==> src/rtl/dstwr_pkg.sv <==
// Shared types, widths and codes of the two-way ranging responder.
package dstwr_pkg;

   localparam int STAMP_BITS  = 40;
   localparam int HALF_BITS   = (STAMP_BITS + 1) / 2;
   localparam int PROD_BITS   = 2 * STAMP_BITS;
   localparam int SUM_BITS    = STAMP_BITS + 2;
   localparam int FLIGHT_BITS = 41;
   localparam int CNT_BITS    = $clog2(PROD_BITS);
   localparam int MUL_STEPS   = 8;
   localparam int IDLE_BITS   = 17;

   localparam logic [7:0] MSG_POLL  = 8'd0;
   localparam logic [7:0] MSG_RANGE = 8'd2;

   localparam logic [7:0] CSR_OWN_ID      = 8'd0;
   localparam logic [7:0] CSR_IDLE_LIMIT  = 8'd1;
   localparam logic [7:0] CSR_REPLY_DELAY = 8'd2;

   localparam logic [7:0]  OWN_ID_RESET      = 8'd3;
   localparam logic [15:0] IDLE_LIMIT_RESET  = 16'd250;
   localparam logic [15:0] REPLY_DELAY_RESET = 16'd7000;

   typedef enum logic [1:0] {
      KIND_TICK   = 2'd0,
      KIND_SENT   = 2'd1,
      KIND_RECV   = 2'd2,
      KIND_UNUSED = 2'd3
   } kind_type;

   typedef enum logic [1:0] {
      ACT_POLL_ACK = 2'd0,
      ACT_REPORT   = 2'd1,
      ACT_FAILED   = 2'd2,
      ACT_RESTART  = 2'd3
   } action_type;

   typedef enum logic [1:0] {
      SENT_NONE   = 2'd0,
      SENT_ACK    = 2'd1,
      SENT_REPORT = 2'd2,
      SENT_FAILED = 2'd3
   } sent_type;

   typedef enum logic [2:0] {
      ST_IDLE,
      ST_EVAL,
      ST_PREP,
      ST_MUL,
      ST_SUB,
      ST_DIV,
      ST_FIN
   } state_type;

   typedef struct packed {
      logic       capture;
      logic       save_poll;
      logic       save_ack;
      logic       prep;
      logic       mul_step;
      logic       sub;
      logic       div_step;
      logic       load_rsp;
      action_type rsp_action;
      logic [7:0] rsp_sender;
      logic [15:0] rsp_delay;
      logic       rsp_fault;
      logic       rsp_flight;
   } cmd_type;

   typedef struct packed {
      kind_type   kind;
      logic [7:0] msg_type;
      logic [7:0] target_id;
      logic       mul_done;
      logic       div_done;
      logic       sum_zero;
   } status_type;

endpackage

==> src/rtl/dstwr_ctrl.sv <==
// Controller: protocol state, configuration registers and sequencing of the datapath.
module dstwr_ctrl (
   input  logic                  clock,
   input  logic                  reset,
   input  logic                  req_valid,
   output logic                  req_ready,
   output logic                  rsp_valid,
   input  logic                  rsp_ready,
   input  logic                  csr_we,
   input  logic [7:0]            csr_index,
   input  logic [15:0]           csr_wdata,
   input  dstwr_pkg::status_type status,
   output dstwr_pkg::cmd_type    cmd
);

   dstwr_pkg::state_type state_ff, state_in;
   logic                 rsp_valid_ff, rsp_valid_in;
   logic                 await_ff, await_in;
   logic                 broken_ff, broken_in;
   dstwr_pkg::sent_type  last_ff, last_in;
   logic [dstwr_pkg::IDLE_BITS-1:0] idle_ff, idle_in;
   logic [7:0]           own_id_ff;
   logic [15:0]          idle_limit_ff;
   logic [15:0]          reply_delay_ff;

   logic [dstwr_pkg::IDLE_BITS-1:0] idle_inc;
   logic                 slot_free;
   logic                 broken_new;
   logic [7:0]           expected;
   logic                 foreign;

   assign slot_free = !rsp_valid_ff || rsp_ready;
   assign req_ready = (state_ff == dstwr_pkg::ST_IDLE);
   assign rsp_valid = rsp_valid_ff;
   assign idle_inc  = (idle_ff == {dstwr_pkg::IDLE_BITS{1'b1}}) ? idle_ff : idle_ff + 1'b1;
   assign expected  = await_ff ? dstwr_pkg::MSG_RANGE : dstwr_pkg::MSG_POLL;
   assign broken_new = broken_ff || (status.msg_type != expected);
   assign foreign = ((status.msg_type == dstwr_pkg::MSG_POLL) ||
                     (status.msg_type == dstwr_pkg::MSG_RANGE)) &&
                    (status.target_id != own_id_ff);

   always_ff @(posedge clock) begin
      if (reset) begin
         state_ff       <= dstwr_pkg::ST_IDLE;
         rsp_valid_ff   <= 1'b0;
         await_ff       <= 1'b0;
         broken_ff      <= 1'b0;
         last_ff        <= dstwr_pkg::SENT_NONE;
         idle_ff        <= '0;
         own_id_ff      <= dstwr_pkg::OWN_ID_RESET;
         idle_limit_ff  <= dstwr_pkg::IDLE_LIMIT_RESET;
         reply_delay_ff <= dstwr_pkg::REPLY_DELAY_RESET;
      end else begin
         state_ff     <= state_in;
         rsp_valid_ff <= rsp_valid_in;
         await_ff     <= await_in;
         broken_ff    <= broken_in;
         last_ff      <= last_in;
         idle_ff      <= idle_in;
         if (csr_we) begin
            case (csr_index)
               dstwr_pkg::CSR_OWN_ID:      own_id_ff      <= csr_wdata[7:0];
               dstwr_pkg::CSR_IDLE_LIMIT:  idle_limit_ff  <= csr_wdata;
               dstwr_pkg::CSR_REPLY_DELAY: reply_delay_ff <= csr_wdata;
               default: ;
            endcase
         end
      end
   end

   always_comb begin
      state_in     = state_ff;
      rsp_valid_in = rsp_valid_ff && !rsp_ready;
      await_in     = await_ff;
      broken_in    = broken_ff;
      last_in      = last_ff;
      idle_in      = idle_ff;
      cmd          = '0;
      cmd.rsp_action = dstwr_pkg::ACT_POLL_ACK;
      cmd.rsp_sender = own_id_ff;

      case (state_ff)
         dstwr_pkg::ST_IDLE: begin
            if (req_valid) begin
               cmd.capture = 1'b1;
               state_in    = dstwr_pkg::ST_EVAL;
            end
         end
         dstwr_pkg::ST_EVAL: begin
            if (slot_free) begin
               state_in = dstwr_pkg::ST_IDLE;
               case (status.kind)
                  dstwr_pkg::KIND_TICK: begin
                     if ({1'b0, idle_limit_ff} < idle_inc) begin
                        await_in       = 1'b0;
                        idle_in        = '0;
                        cmd.load_rsp   = 1'b1;
                        cmd.rsp_action = dstwr_pkg::ACT_RESTART;
                        cmd.rsp_sender = 8'd0;
                     end else begin
                        idle_in = idle_inc;
                     end
                  end
                  dstwr_pkg::KIND_SENT: begin
                     if (last_ff == dstwr_pkg::SENT_ACK) begin
                        cmd.save_ack = 1'b1;
                        idle_in      = '0;
                     end
                  end
                  dstwr_pkg::KIND_RECV: begin
                     if (!foreign) begin
                        broken_in = broken_new;
                        if (status.msg_type == dstwr_pkg::MSG_POLL) begin
                           broken_in      = 1'b0;
                           cmd.save_poll  = 1'b1;
                           await_in       = 1'b1;
                           last_in        = dstwr_pkg::SENT_ACK;
                           idle_in        = '0;
                           cmd.load_rsp   = 1'b1;
                           cmd.rsp_action = dstwr_pkg::ACT_POLL_ACK;
                           cmd.rsp_delay  = reply_delay_ff;
                        end else if (status.msg_type == dstwr_pkg::MSG_RANGE) begin
                           await_in = 1'b0;
                           idle_in  = '0;
                           if (broken_new) begin
                              last_in        = dstwr_pkg::SENT_FAILED;
                              cmd.load_rsp   = 1'b1;
                              cmd.rsp_action = dstwr_pkg::ACT_FAILED;
                           end else begin
                              last_in  = dstwr_pkg::SENT_REPORT;
                              state_in = dstwr_pkg::ST_PREP;
                           end
                        end
                     end
                  end
                  default: ;
               endcase
               if (cmd.load_rsp) rsp_valid_in = 1'b1;
            end
         end
         dstwr_pkg::ST_PREP: begin
            cmd.prep = 1'b1;
            state_in = dstwr_pkg::ST_MUL;
         end
         dstwr_pkg::ST_MUL: begin
            cmd.mul_step = 1'b1;
            if (status.mul_done) state_in = dstwr_pkg::ST_SUB;
         end
         dstwr_pkg::ST_SUB: begin
            cmd.sub = 1'b1;
            if (status.sum_zero) begin
               cmd.load_rsp   = 1'b1;
               cmd.rsp_action = dstwr_pkg::ACT_REPORT;
               cmd.rsp_fault  = 1'b1;
               rsp_valid_in   = 1'b1;
               state_in       = dstwr_pkg::ST_IDLE;
            end else begin
               state_in = dstwr_pkg::ST_DIV;
            end
         end
         dstwr_pkg::ST_DIV: begin
            cmd.div_step = 1'b1;
            if (status.div_done) state_in = dstwr_pkg::ST_FIN;
         end
         dstwr_pkg::ST_FIN: begin
            cmd.load_rsp   = 1'b1;
            cmd.rsp_action = dstwr_pkg::ACT_REPORT;
            cmd.rsp_flight = 1'b1;
            rsp_valid_in   = 1'b1;
            state_in       = dstwr_pkg::ST_IDLE;
         end
         default: state_in = dstwr_pkg::ST_IDLE;
      endcase
   end

`ifndef SYNTHESIS
   a_fin_slot_empty: assert property (@(posedge clock) disable iff (reset)
      (state_ff == dstwr_pkg::ST_FIN) |-> !rsp_valid_ff)
      else $error("result slot occupied when the range result is ready");
   a_no_overwrite: assert property (@(posedge clock) disable iff (reset)
      (cmd.load_rsp && rsp_valid_ff) |-> rsp_ready)
      else $error("pending result overwritten");
   a_accept_eval: assert property (@(posedge clock) disable iff (reset)
      (req_valid && req_ready) |=> (state_ff == dstwr_pkg::ST_EVAL))
      else $error("accepted beat not evaluated next");
`endif

endmodule

==> src/rtl/dstwr_dp.sv <==
// Datapath: captured beat, stored stamps, interval products, divider and result register.
module dstwr_dp (
   input  logic                  clock,
   input  logic                  reset,
   input  dstwr_pkg::cmd_type    cmd,
   output dstwr_pkg::status_type status,
   input  logic [1:0]            req_kind,
   input  logic [7:0]            req_msg_type,
   input  logic [7:0]            req_target_id,
   input  logic [39:0]           req_local_stamp,
   input  logic [39:0]           req_peer_poll_sent,
   input  logic [39:0]           req_peer_ack_received,
   input  logic [39:0]           req_peer_range_sent,
   output logic [1:0]            rsp_action,
   output logic [7:0]            rsp_sender_id,
   output logic [15:0]           rsp_tx_delay_us,
   output logic signed [40:0]    rsp_flight_ticks,
   output logic                  rsp_divide_fault
);

   localparam int SB = dstwr_pkg::STAMP_BITS;
   localparam int HB = dstwr_pkg::HALF_BITS;
   localparam int PB = dstwr_pkg::PROD_BITS;
   localparam int SW = dstwr_pkg::SUM_BITS;
   localparam int FB = dstwr_pkg::FLIGHT_BITS;
   localparam int CB = dstwr_pkg::CNT_BITS;

   dstwr_pkg::kind_type kind_ff;
   logic [7:0]    msg_ff, target_ff;
   logic [SB-1:0] stamp_ff, poll_tx_ff, ack_rx_ff, range_tx_ff;
   logic [SB-1:0] poll_rx_ff, ack_tx_ff;
   logic [SB-1:0] round1_ff, reply1_ff, round2_ff, reply2_ff;
   logic [SW-1:0] sum_ff;
   logic [PB-1:0] acc_ff, pa_ff, num_ff;
   logic [SW-1:0] rem_ff;
   logic [FB-1:0] quo_ff;
   logic          neg_ff;
   logic [CB-1:0] cnt_ff;
   logic [1:0]    action_ff;
   logic [7:0]    sender_ff;
   logic [15:0]   delay_ff;
   logic [FB-1:0] flight_ff;
   logic          fault_ff;

   logic [2*HB-1:0] op_a, op_b;
   logic [HB-1:0]   half_a, half_b;
   logic [2*HB-1:0] pp;
   logic [4*HB-1:0] pp_wide;
   logic [PB-1:0]   acc_sum;
   logic [SW:0]     rem_sh;
   logic            ge;

   always_comb begin
      op_a   = cnt_ff[2] ? (2*HB)'(reply1_ff) : (2*HB)'(round1_ff);
      op_b   = cnt_ff[2] ? (2*HB)'(reply2_ff) : (2*HB)'(round2_ff);
      half_a = cnt_ff[1] ? op_a[2*HB-1:HB] : op_a[HB-1:0];
      half_b = cnt_ff[0] ? op_b[2*HB-1:HB] : op_b[HB-1:0];
      pp     = (2*HB)'(half_a) * (2*HB)'(half_b);
      case (cnt_ff[1:0])
         2'd0:    pp_wide = (4*HB)'(pp);
         2'd1,
         2'd2:    pp_wide = (4*HB)'(pp) << HB;
         2'd3:    pp_wide = (4*HB)'(pp) << (2*HB);
         default: pp_wide = '0;
      endcase
      acc_sum = acc_ff + PB'(pp_wide);
      rem_sh  = {rem_ff, num_ff[PB-1]};
      ge      = (rem_sh >= {1'b0, sum_ff});
   end

   always_ff @(posedge clock) begin
      if (cmd.capture) begin
         kind_ff     <= dstwr_pkg::kind_type'(req_kind);
         msg_ff      <= req_msg_type;
         target_ff   <= req_target_id;
         stamp_ff    <= req_local_stamp[SB-1:0];
         poll_tx_ff  <= req_peer_poll_sent[SB-1:0];
         ack_rx_ff   <= req_peer_ack_received[SB-1:0];
         range_tx_ff <= req_peer_range_sent[SB-1:0];
      end
      if (reset) begin
         poll_rx_ff <= '0;
         ack_tx_ff  <= '0;
      end else begin
         if (cmd.save_poll) poll_rx_ff <= stamp_ff;
         if (cmd.save_ack)  ack_tx_ff  <= stamp_ff;
      end
      if (cmd.prep) begin
         round1_ff <= ack_rx_ff - poll_tx_ff;
         reply1_ff <= ack_tx_ff - poll_rx_ff;
         round2_ff <= stamp_ff - ack_tx_ff;
         reply2_ff <= range_tx_ff - ack_rx_ff;
         acc_ff    <= '0;
         cnt_ff    <= '0;
      end
      if (cmd.mul_step) begin
         sum_ff <= SW'(round1_ff) + SW'(round2_ff) + SW'(reply1_ff) + SW'(reply2_ff);
         cnt_ff <= cnt_ff + 1'b1;
         if (cnt_ff[1:0] == 2'd3 && !cnt_ff[2]) begin
            pa_ff  <= acc_sum;
            acc_ff <= '0;
         end else begin
            acc_ff <= acc_sum;
         end
      end
      if (cmd.sub) begin
         neg_ff <= (pa_ff < acc_ff);
         num_ff <= (pa_ff < acc_ff) ? acc_ff - pa_ff : pa_ff - acc_ff;
         rem_ff <= '0;
         quo_ff <= '0;
         cnt_ff <= '0;
      end
      if (cmd.div_step) begin
         rem_ff <= ge ? SW'(rem_sh - {1'b0, sum_ff}) : SW'(rem_sh);
         quo_ff <= {quo_ff[FB-2:0], ge};
         num_ff <= {num_ff[PB-2:0], 1'b0};
         cnt_ff <= cnt_ff + 1'b1;
      end
      if (cmd.load_rsp) begin
         action_ff <= cmd.rsp_action;
         sender_ff <= cmd.rsp_sender;
         delay_ff  <= cmd.rsp_delay;
         fault_ff  <= cmd.rsp_fault;
         if (cmd.rsp_flight) flight_ff <= neg_ff ? (~quo_ff + 1'b1) : quo_ff;
         else                flight_ff <= '0;
      end
   end

   assign status.kind      = kind_ff;
   assign status.msg_type  = msg_ff;
   assign status.target_id = target_ff;
   assign status.mul_done  = (cnt_ff == CB'(dstwr_pkg::MUL_STEPS - 1));
   assign status.div_done  = (cnt_ff == CB'(PB - 1));
   assign status.sum_zero  = (sum_ff == '0);

   assign rsp_action       = action_ff;
   assign rsp_sender_id    = sender_ff;
   assign rsp_tx_delay_us  = delay_ff;
   assign rsp_flight_ticks = $signed(flight_ff);
   assign rsp_divide_fault = fault_ff;

endmodule

==> src/rtl/ds_twr_ranging_responder_core.sv <==
// Top level of the double-sided two-way ranging responder.
//
// Input channel (req_*): one beat per event: a millisecond tick, a frame-sent
// report with its transmit stamp, or a received frame with its stamps. The
// block takes a beat only while it is idle; each beat is first captured and
// then evaluated once the output register is free.
// Result channel (rsp_*): at most one beat per input beat, held in an output
// register until the receiver takes it with rsp_ready.
// A tick, a sent report or a frame without arithmetic is evaluated after
// acceptance and any result is registered as it is evaluated; the block takes
// no new beat before it is back in idle and through with the last one.
// A range frame that leads to a report runs a four-step partial-product
// multiplier per product and a restoring divider that retires one quotient bit
// per cycle over the 80-bit numerator; its result is registered in the FIN state
// after the PREP, MUL, SUB and DIV states, or from SUB if the interval sum is zero.
// While a result waits, the block still accepts the next beat; the evaluation
// of that beat waits until the output register is free, so nothing is lost.
// Reset clears the protocol state, the stored stamps and the idle counter and
// loads the configuration defaults: responder id 3, idle limit 250 ms and a
// reply delay of 7000 us. Configuration writes take effect at once.
module ds_twr_ranging_responder_core (
   input  logic               clock,
   input  logic               reset,
   input  logic               req_valid,
   output logic               req_ready,
   input  logic [1:0]         req_kind,
   input  logic [7:0]         req_msg_type,
   input  logic [7:0]         req_target_id,
   input  logic [39:0]        req_local_stamp,
   input  logic [39:0]        req_peer_poll_sent,
   input  logic [39:0]        req_peer_ack_received,
   input  logic [39:0]        req_peer_range_sent,
   output logic               rsp_valid,
   input  logic               rsp_ready,
   output logic [1:0]         rsp_action,
   output logic [7:0]         rsp_sender_id,
   output logic [15:0]        rsp_tx_delay_us,
   output logic signed [40:0] rsp_flight_ticks,
   output logic               rsp_divide_fault,
   input  logic               csr_we,
   input  logic [7:0]         csr_index,
   input  logic [15:0]        csr_wdata
);

   dstwr_pkg::cmd_type    cmd;
   dstwr_pkg::status_type status;

   // The controller owns the handshakes and the protocol state.
   dstwr_ctrl u_ctrl (
      .clock     (clock),
      .reset     (reset),
      .req_valid (req_valid),
      .req_ready (req_ready),
      .rsp_valid (rsp_valid),
      .rsp_ready (rsp_ready),
      .csr_we    (csr_we),
      .csr_index (csr_index),
      .csr_wdata (csr_wdata),
      .status    (status),
      .cmd       (cmd)
   );

   // The datapath holds the stamps, the arithmetic and the result register.
   dstwr_dp u_dp (
      .clock                 (clock),
      .reset                 (reset),
      .cmd                   (cmd),
      .status                (status),
      .req_kind              (req_kind),
      .req_msg_type          (req_msg_type),
      .req_target_id         (req_target_id),
      .req_local_stamp       (req_local_stamp),
      .req_peer_poll_sent    (req_peer_poll_sent),
      .req_peer_ack_received (req_peer_ack_received),
      .req_peer_range_sent   (req_peer_range_sent),
      .rsp_action            (rsp_action),
      .rsp_sender_id         (rsp_sender_id),
      .rsp_tx_delay_us       (rsp_tx_delay_us),
      .rsp_flight_ticks      (rsp_flight_ticks),
      .rsp_divide_fault      (rsp_divide_fault)
   );

endmodule

==> config.mk <==
export PLATFORM = sky130hd
export DESIGN_NAME = ds_twr_ranging_responder_core
export DESIGN_NICKNAME = d
export VERILOG_FILES = /design/src/rtl/dstwr_pkg.sv /design/src/rtl/dstwr_ctrl.sv /design/src/rtl/dstwr_dp.sv /design/src/rtl/ds_twr_ranging_responder_core.sv
export SDC_FILE = /design/constraint.sdc
export NUM_CORES = 2
export LEC_CHECK = 0
export BUFFER_PORTS_ARGS = -buffer_cell sky130_fd_sc_hd__buf_2
export CAP_MARGIN = 20
export CORE_UTILIZATION = 50
export DETAILED_ROUTE_END_ITERATION = 7
export HOLD_SLACK_MARGIN = 0.06
export PLACE_DENSITY = 0.66
export SYNTH_ARGS = -nofsm -noshare
export SYNTH_HDL_FRONTEND = slang
export SYNTH_SLANG_ARGS = --single-unit
==> constraint.sdc <==
create_clock -name clock -period 12.5 [get_ports clock]
set_input_delay 2.5 -clock clock [delete_from_list [all_inputs] [get_ports clock]]
set_output_delay 2.5 -clock clock [all_outputs]
set_load 0.05 [all_outputs]
Yosys cells after proc, flatten, opt, wreduce, memory -nomap -nowiden

Index checks and enable logic that the tools add are counted.

Output and inout bits: 70
Bits of input ports: 207
Register bits after elaboration: 924
Word-level logic and storage cells: 204

Muxes and demuxes: 84
Eq/ne operators: 28
Add/subtract/negate cells: 14
Bitwise operators: 6
$mul: 1
Magnitude comparators: 3
Reductions and logical operators: 32

Operator list:

| cell                                                            | count |
|---|---|
| 80-bit two-way mux                                              | 6 |
| 80-bit one-hot mux with 3 select lines                          | 1 |
| 40-bit subtractor                                               | 4 |
| 80-bit subtractor                                               | 2 |
| 42-bit two-way mux                                              | 3 |
| 41-bit two-way mux                                              | 3 |
| 17-bit two-way mux                                              | 6 |
| 42-bit by 40-bit adder with 42-bit output                       | 2 |
| 80-bit adder                                                    | 1 |
| 80-bit < comparator                                             | 1 |
| 40-bit two-way mux                                              | 2 |
| 17-bit one-hot mux with 3 select lines                          | 1 |
| 16-bit two-way mux                                              | 3 |
| 3-bit two-way mux                                               | 16 |
| 43-bit by 42-bit greater-or-equal comparator with 1-bit output  | 1 |
| 42-bit zero test                                                | 1 |
| 42-bit subtractor                                               | 1 |
| 40-bit by 40-bit adder with 41-bit output                       | 1 |
| 41-bit by 1-bit adder with 41-bit output, second input constant | 1 |
| 41-bit NOT                                                      | 1 |
| 20-bit by 20-bit multiplier with 40-bit output                  | 1 |
| 20-bit two-way mux                                              | 2 |
| 7-bit two-way mux                                               | 4 |
| 27-bit two-way mux                                              | 1 |
| 43 further kinds                                                | 103 |

Longest topological paths before layout

Depth in word-level cells: 13
Depth in mapped cells: 47
Mapped depth without buffers: 42

By module

A second synthesis with hierarchy kept.

Cells, all modules: 8,039
Area total of the unflattened synthesis: 76,425.8 µm²

By module, submodules not included:

| module     | area each (µm²) | seq. area each (µm²) | cells each | instances |
|---|---|---|---|---|
| dstwr_dp   | 72,618.4        | 24,984.0             | 7,554      | 1 |
| dstwr_ctrl | 3,807.4         | 1,301.2              | 485        | 1 |

Worst setup path after synthesis

Ideal clock, no wire load.

Path type: reg-to-reg
Start: register u_dp.cnt_ff[0]
End: register u_dp.acc_ff[79], data pin
Arrival time: 10,625 ps
Setup slack: 1,620 ps
Buffers on the path: 4
Stages on the path, launching flop included: 42
Cell sequence: edfxtp_1 clkbuf_1 clkbuf_1 mux2_2 o21ai_0 clkbuf_1 nor2_1 fa_1 fa_1 inv_1 fa_1 inv_1 ha_1 ha_1 fa_1 inv_1 fa_1 inv_1 [6 not listed] o21ai_0 nand2b_1 a21oi_1 o21ai_0 mux2i_1 a2111oi_0 nor2_1 ha_1 nand4_1 nor3_1 o2111ai_1 a2111oi_2 a311oi_1 o21ai_1 nand2b_1 o41ai_1 xnor3_1 and2_1

Cells in the longest elaborated chain, start to end: 6

RTL lines:

| what                                                                                        | RTL line                       | text |
|---|---|---|
| start: declaration                                                                          | dstwr_dp.sv:38                 | `logic [CB-1:0] cnt_ff;` |
| start signal: assignment                                                                    | dstwr_dp.sv:98                 | `cnt_ff <= cnt_ff + 1'b1;` |
| start signal: assignment                                                                    | dstwr_dp.sv:117                | `cnt_ff <= cnt_ff + 1'b1;` |
| 20-bit two-way mux (tied with other cells)                                                  | dstwr_dp.sv:57                 | `half_b = cnt_ff[0] ? op_b[2*HB-1:HB] : op_b[HB-1:0];` |
| 20-bit by 20-bit multiplier with 40-bit output / 2-bit OR reduction (equally long branches) | dstwr_dp.sv:58, dstwr_dp.sv:59 |  |
| 80-bit one-hot mux with 3 select lines *                                                    | dstwr_dp.sv:59                 | `case (cnt_ff[1:0])` |
| 80-bit adder *                                                                              | dstwr_dp.sv:66                 | `acc_sum = acc_ff + PB'(pp_wide);` |
| via u_dp.acc_sum[79]                                                                        | dstwr_dp.sv:49                 | `logic [PB-1:0] acc_sum;` |
| 80-bit two-way mux *                                                                        | dstwr_dp.sv:99                 | `if (cnt_ff[1:0] == 2'd3 && !cnt_ff[2]) begin` |
| 80-bit two-way mux *                                                                        | dstwr_dp.sv:96                 | `if (cmd.mul_step) begin` |
| end signal: assignment                                                                      | dstwr_dp.sv:103                | `acc_ff <= acc_sum;` |
| end: declaration                                                                            | dstwr_dp.sv:34                 | `logic [PB-1:0] acc_ff, pa_ff, num_ff;` |

Mark *: on every way through the listed nets, which the timed path passes. The rest lies on a longest branch.
A chain may end at the register's enable or synchronous reset.

Worst setup path in the final report

Start: register u_dp.cnt_ff[1]
End: register u_dp.acc_ff[77], data pin

Cells in the longest elaborated chain, start to end: 6

RTL lines:

| what                                                                                        | RTL line                       | text |
|---|---|---|
| 20-bit two-way mux (tied with other cells)                                                  | dstwr_dp.sv:56                 | `half_a = cnt_ff[1] ? op_a[2*HB-1:HB] : op_a[HB-1:0];` |
| 20-bit by 20-bit multiplier with 40-bit output / 2-bit OR reduction (equally long branches) | dstwr_dp.sv:58, dstwr_dp.sv:59 |  |
| 80-bit one-hot mux with 3 select lines *                                                    | dstwr_dp.sv:59                 |  |
| 80-bit adder *                                                                              | dstwr_dp.sv:66                 |  |
| via u_dp.acc_sum[77]                                                                        | dstwr_dp.sv:49                 |  |
| 80-bit two-way mux *                                                                        | dstwr_dp.sv:99                 |  |
| 80-bit two-way mux *                                                                        | dstwr_dp.sv:96                 |  |

Marked as above.

==> reports/qor.yml <==
viasPerCell: 5.91
die_area_mm2: 0.159
hp-class: "reg -> reg"
fill_cells: 14300
setup_tns_ns: 0
min-delay-start: "u_ctrl.reply_delay_ff[7]"
cts_root_buf: "clkbuf_16"
wire_per_inst_um: 24.5
swShare_pct: 24.7
rows: 145
clkSinkCount: 924
worst-r2r-cell-count: 36
grt_pass1_wl_um: 395000
relSlewSlack_pct: 20.0
postPlaceCellArea_mm2: 0.0822
r2r-end: "u_dp.acc_ff[77]"
routed-via-count: 64600
synth-edff-count: 778
tightestPinTransition_ns: 1.18
drv_cap: 0
drtPass1Iterations: 8
ys_seq_elements: 924
syn_inst: 8610
layout_worst_path_cycle_share_pct: 95.2
io-pin-count: 277
pre_cts_slack_ns: 0.452
finClkSkew_ns: 0.0859
utilization_pct: 55.0
coreArea_mm2: 0.156
gr-total-overflow: 0
yosysUniqueCellTypes: 93
start_util_pct: 50.3
gp_congestion: 1.02
htreeDepth: 3
power_w: 0.00710
die_h_um: 399
worst_slack_ns: 0.594
synth-warning-count: 0
ant_nets: 0
drc: 0
critical_path.n_buffers_inverters: 6
fin_crit_ns: 11.91
hold_path_depth: 2
grt_start_max_net_pins: 146
layout-drive-gt1-share_pct: 7.88
synth.net_count: 9877
clkTransAtPathRegs_ns: 0.07
crit-reg2reg-launch: "u_dp.cnt_ff[1]"
comb_power_share_pct: 7.3
setup_violations: 0
drt_wl_total_um: 268000
rsz0062_at_grt: "false"
cts_tree: "yes"
critPathTopFamily: "adder cells"
cell_internal_pwr_w: 0.00534
reg2reg_slack_ns: 0.59
finalMaxSlewViolations: 0
crit_fanout: 38
p_leak_nw: 37.9
dieWidth_um: 399
critPathArrivalTime_ns: 12.38
yosysSeqAreaShare_pct: 33.4
p_sw_w: 0.00176
p_per_area_mw_per_mm2: 82.7
pwr-share-clk_pct: 44.5
synthesis.area_mm2: 0.0786
grt_usage_pct: 33.1
critPathLaunchType: "register"
cp_slowest_cell: "o31ai_1"
cpPeakStageDelay_ns: 0.61
first_global_vias: 63500
clock_latency_ns: 0.79
areaGrowthSynthToFinish_pct: 9.18
min_to: "u_ctrl.reply_delay_ff[7]"
crit_type: "reg -> reg"
cts.path.max_buffers: 3
fmax_mhz: 84.0
hold_violations: 0
cpMostUsedCell: "fa_1"
fin_area_mm2: 0.0858
cts_buffers: 104
critPathRequiredTime_ns: 12.98
drt_iter0_markers: 5080
port_buffers: 276
synthFlopType: "edfxtp_1"
ys_async_sr_fraction_pct: 0
vdd_drop_max_mv: 0.172
antenna_found_initial: 7
seqPwrFrac_pct: 48.2
status: "finished clean"
avgSynthCellArea_um2: 9.13
dp_hpwl_um: 219000
nNetsFinal: 10000
crit_path_end_kind: "register"
==> cells in the mapped netlist, types with 60 or more instances <==
cell      instances  area (um2)
nor3_1          113         566
ha_1            690        8630
clkbuf_1        252         946
edfxtp_1        778       23400
o211ai_1         63         473
nand2_1         820        3080
a21o_1          294        2210
nand3_1         112         561
inv_1          1087        4080
and2_1          155         970
nor2_1          680        2550
xor2_1          182        1590
a31oi_1          60         375
a21oi_1         735        3680
nand2b_1         67         419
o21bai_1        132         991
nand4_1         109         682
xnor2_1         300        2630
and3_1          100         626
dfxtp_1         146        2920
o21a_1          111         833
fa_1            370        7410
o21ai_0         414        2070
mux2i_1          95         951
==> how the worst max path moves through the flow <==
stage                           end            from  cells after the start
floorplan           u_dp.acc_ff[79]  u_dp.cnt_ff[0]                     41
global placement    u_dp.acc_ff[75]  u_dp.cnt_ff[1]                     39
detailed placement  u_dp.acc_ff[79]  u_dp.cnt_ff[1]                     41
CTS                 u_dp.acc_ff[74]  u_dp.cnt_ff[1]                     40
global route        u_dp.acc_ff[76]  u_dp.cnt_ff[1]                     38
finish              u_dp.acc_ff[77]  u_dp.cnt_ff[1]                     36
==> power by group through the flow <==
stage | Combinational [W] | Clock, W | Sequential [W]
final | 0.000516 | 0.00316 | 0.00342
after global routing | 0.000566 | 0.00333 | 0.00342
after CTS | 0.000518 | 0.00322 | 0.00342
after detailed placement | 0.000514 | 0 | 0.00349
after global placement | 0.000506 | 0 | 0.00349
after floorplan | 0.000348 | 0 | 0.00348
==> cells by family (layout without fill, tap and decap cells) <==
family                     after synthesis  in the layout  share of synthesized area, %
and+or+nand+nor                       2372           2372                          13.9
AOI/OAI and AO/OA                     2218           2218                          17.9
other                                    0              3                             0
xor gates and xnor gates               483            483                          5.40
buffers and inverters                 1412           1669                          6.90
adders and majority gates             1060           1060                          20.4
muxes                                  141            144                          2.07
DFF                                    924            924                          33.4
==> state kept, by name, indices dropped and copies added (netlist names), 16 cells and up <==
signal                 flops
u_dp.acc_ff               80
u_dp.num_ff               80
u_dp.pa_ff                80
u_dp.rem_ff               42
u_dp.sum_ff               42
u_dp.quo_ff               41
u_dp.rsp_flight_ticks     41
u_dp.ack_rx_ff            40
u_dp.ack_tx_ff            40
u_dp.poll_rx_ff           40
u_dp.poll_tx_ff           40
u_dp.range_tx_ff          40
u_dp.reply1_ff            40
u_dp.reply2_ff            40
u_dp.round1_ff            40
u_dp.round2_ff            40
u_dp.stamp_ff             40
u_ctrl.idle_ff            17
u_ctrl.idle_limit_ff      16
u_ctrl.reply_delay_ff     16
u_dp.rsp_tx_delay_us      16
==> layout by cell type, fill, tap and decap left out, drive strengths merged, types with 112 or more instances in the layout <==
| cell | netlist | final |
|---|---|---|
| inv | 1089 | 1098 |
| nand2 | 820 | 820 |
| edfxtp | 778 | 778 |
| a21oi | 735 | 735 |
| ha | 690 | 690 |
| nor2 | 680 | 680 |
| o21ai | 443 | 443 |
| buf | 68 | 383 |
| fa | 370 | 370 |
| xnor2 | 300 | 300 |
| a21o | 294 | 294 |
| xor2 | 182 | 182 |
| and2 | 156 | 156 |
| dfxtp | 146 | 146 |
| o21bai | 132 | 132 |
| clkbuf | 254 | 120 |
| nor3 | 113 | 113 |
| nand3 | 112 | 112 |
==> layer usage <==
| metal | global-route usage (%) | up-vias | wire [um] |
|---|---|---|---|
| met3 | 4.80 | 631 | 14400 |
| met5 | 0 | - | 46 |
| met2 | 55.9 | 2104 | 128000 |
| li1 | - | 30300 | - |
| met4 | 19.6 | 8 | 18600 |
| met1 | 40.1 | 31600 | 107000 |
==> through the flow <==
step	hold slack, ns	std cells
3_3_place_gp	0.434	10700
2_1_floorplan	0.425	8610
5_1_grt	0.470	10900
6_report	0.449	10900
3_5_place_dp	0.440	10700
4_1_cts	0.448	10900
==> tightest hold or removal path, delay by kind of cell, from the launching register on <==
family | cells | cell delay (ns)
AO/OA/AOI/OAI | 1 | 0.05
AND/OR/NAND/NOR | 1 | 0.05
flip-flops | 1 | 0.30
==> final cells by class <==
class / instances / area (um2) / area share [%]
Clock buffer: 120 / 2710 / 3.16
Multi-Input combinational cell: 6277 / 47100 / 54.9
Antenna cell: 3 / 7.51 / 0.00875
Inverter: 1090 / 4100 / 4.78
Timing Repair Buffer: 383 / 2220 / 2.59
Sequential cell: 924 / 26300 / 30.6
Tap cell: 2058 / 2570 / 3.00
Clock inverter: 76 / 816 / 0.950
==> timing repair <==
action,in CTS,in global routing
hold buffers,0,0
resized for setup,0,7
buffers inserted,0,3
endpoints found under the setup margin,0,16
Power figures use the tool's default switching activity.
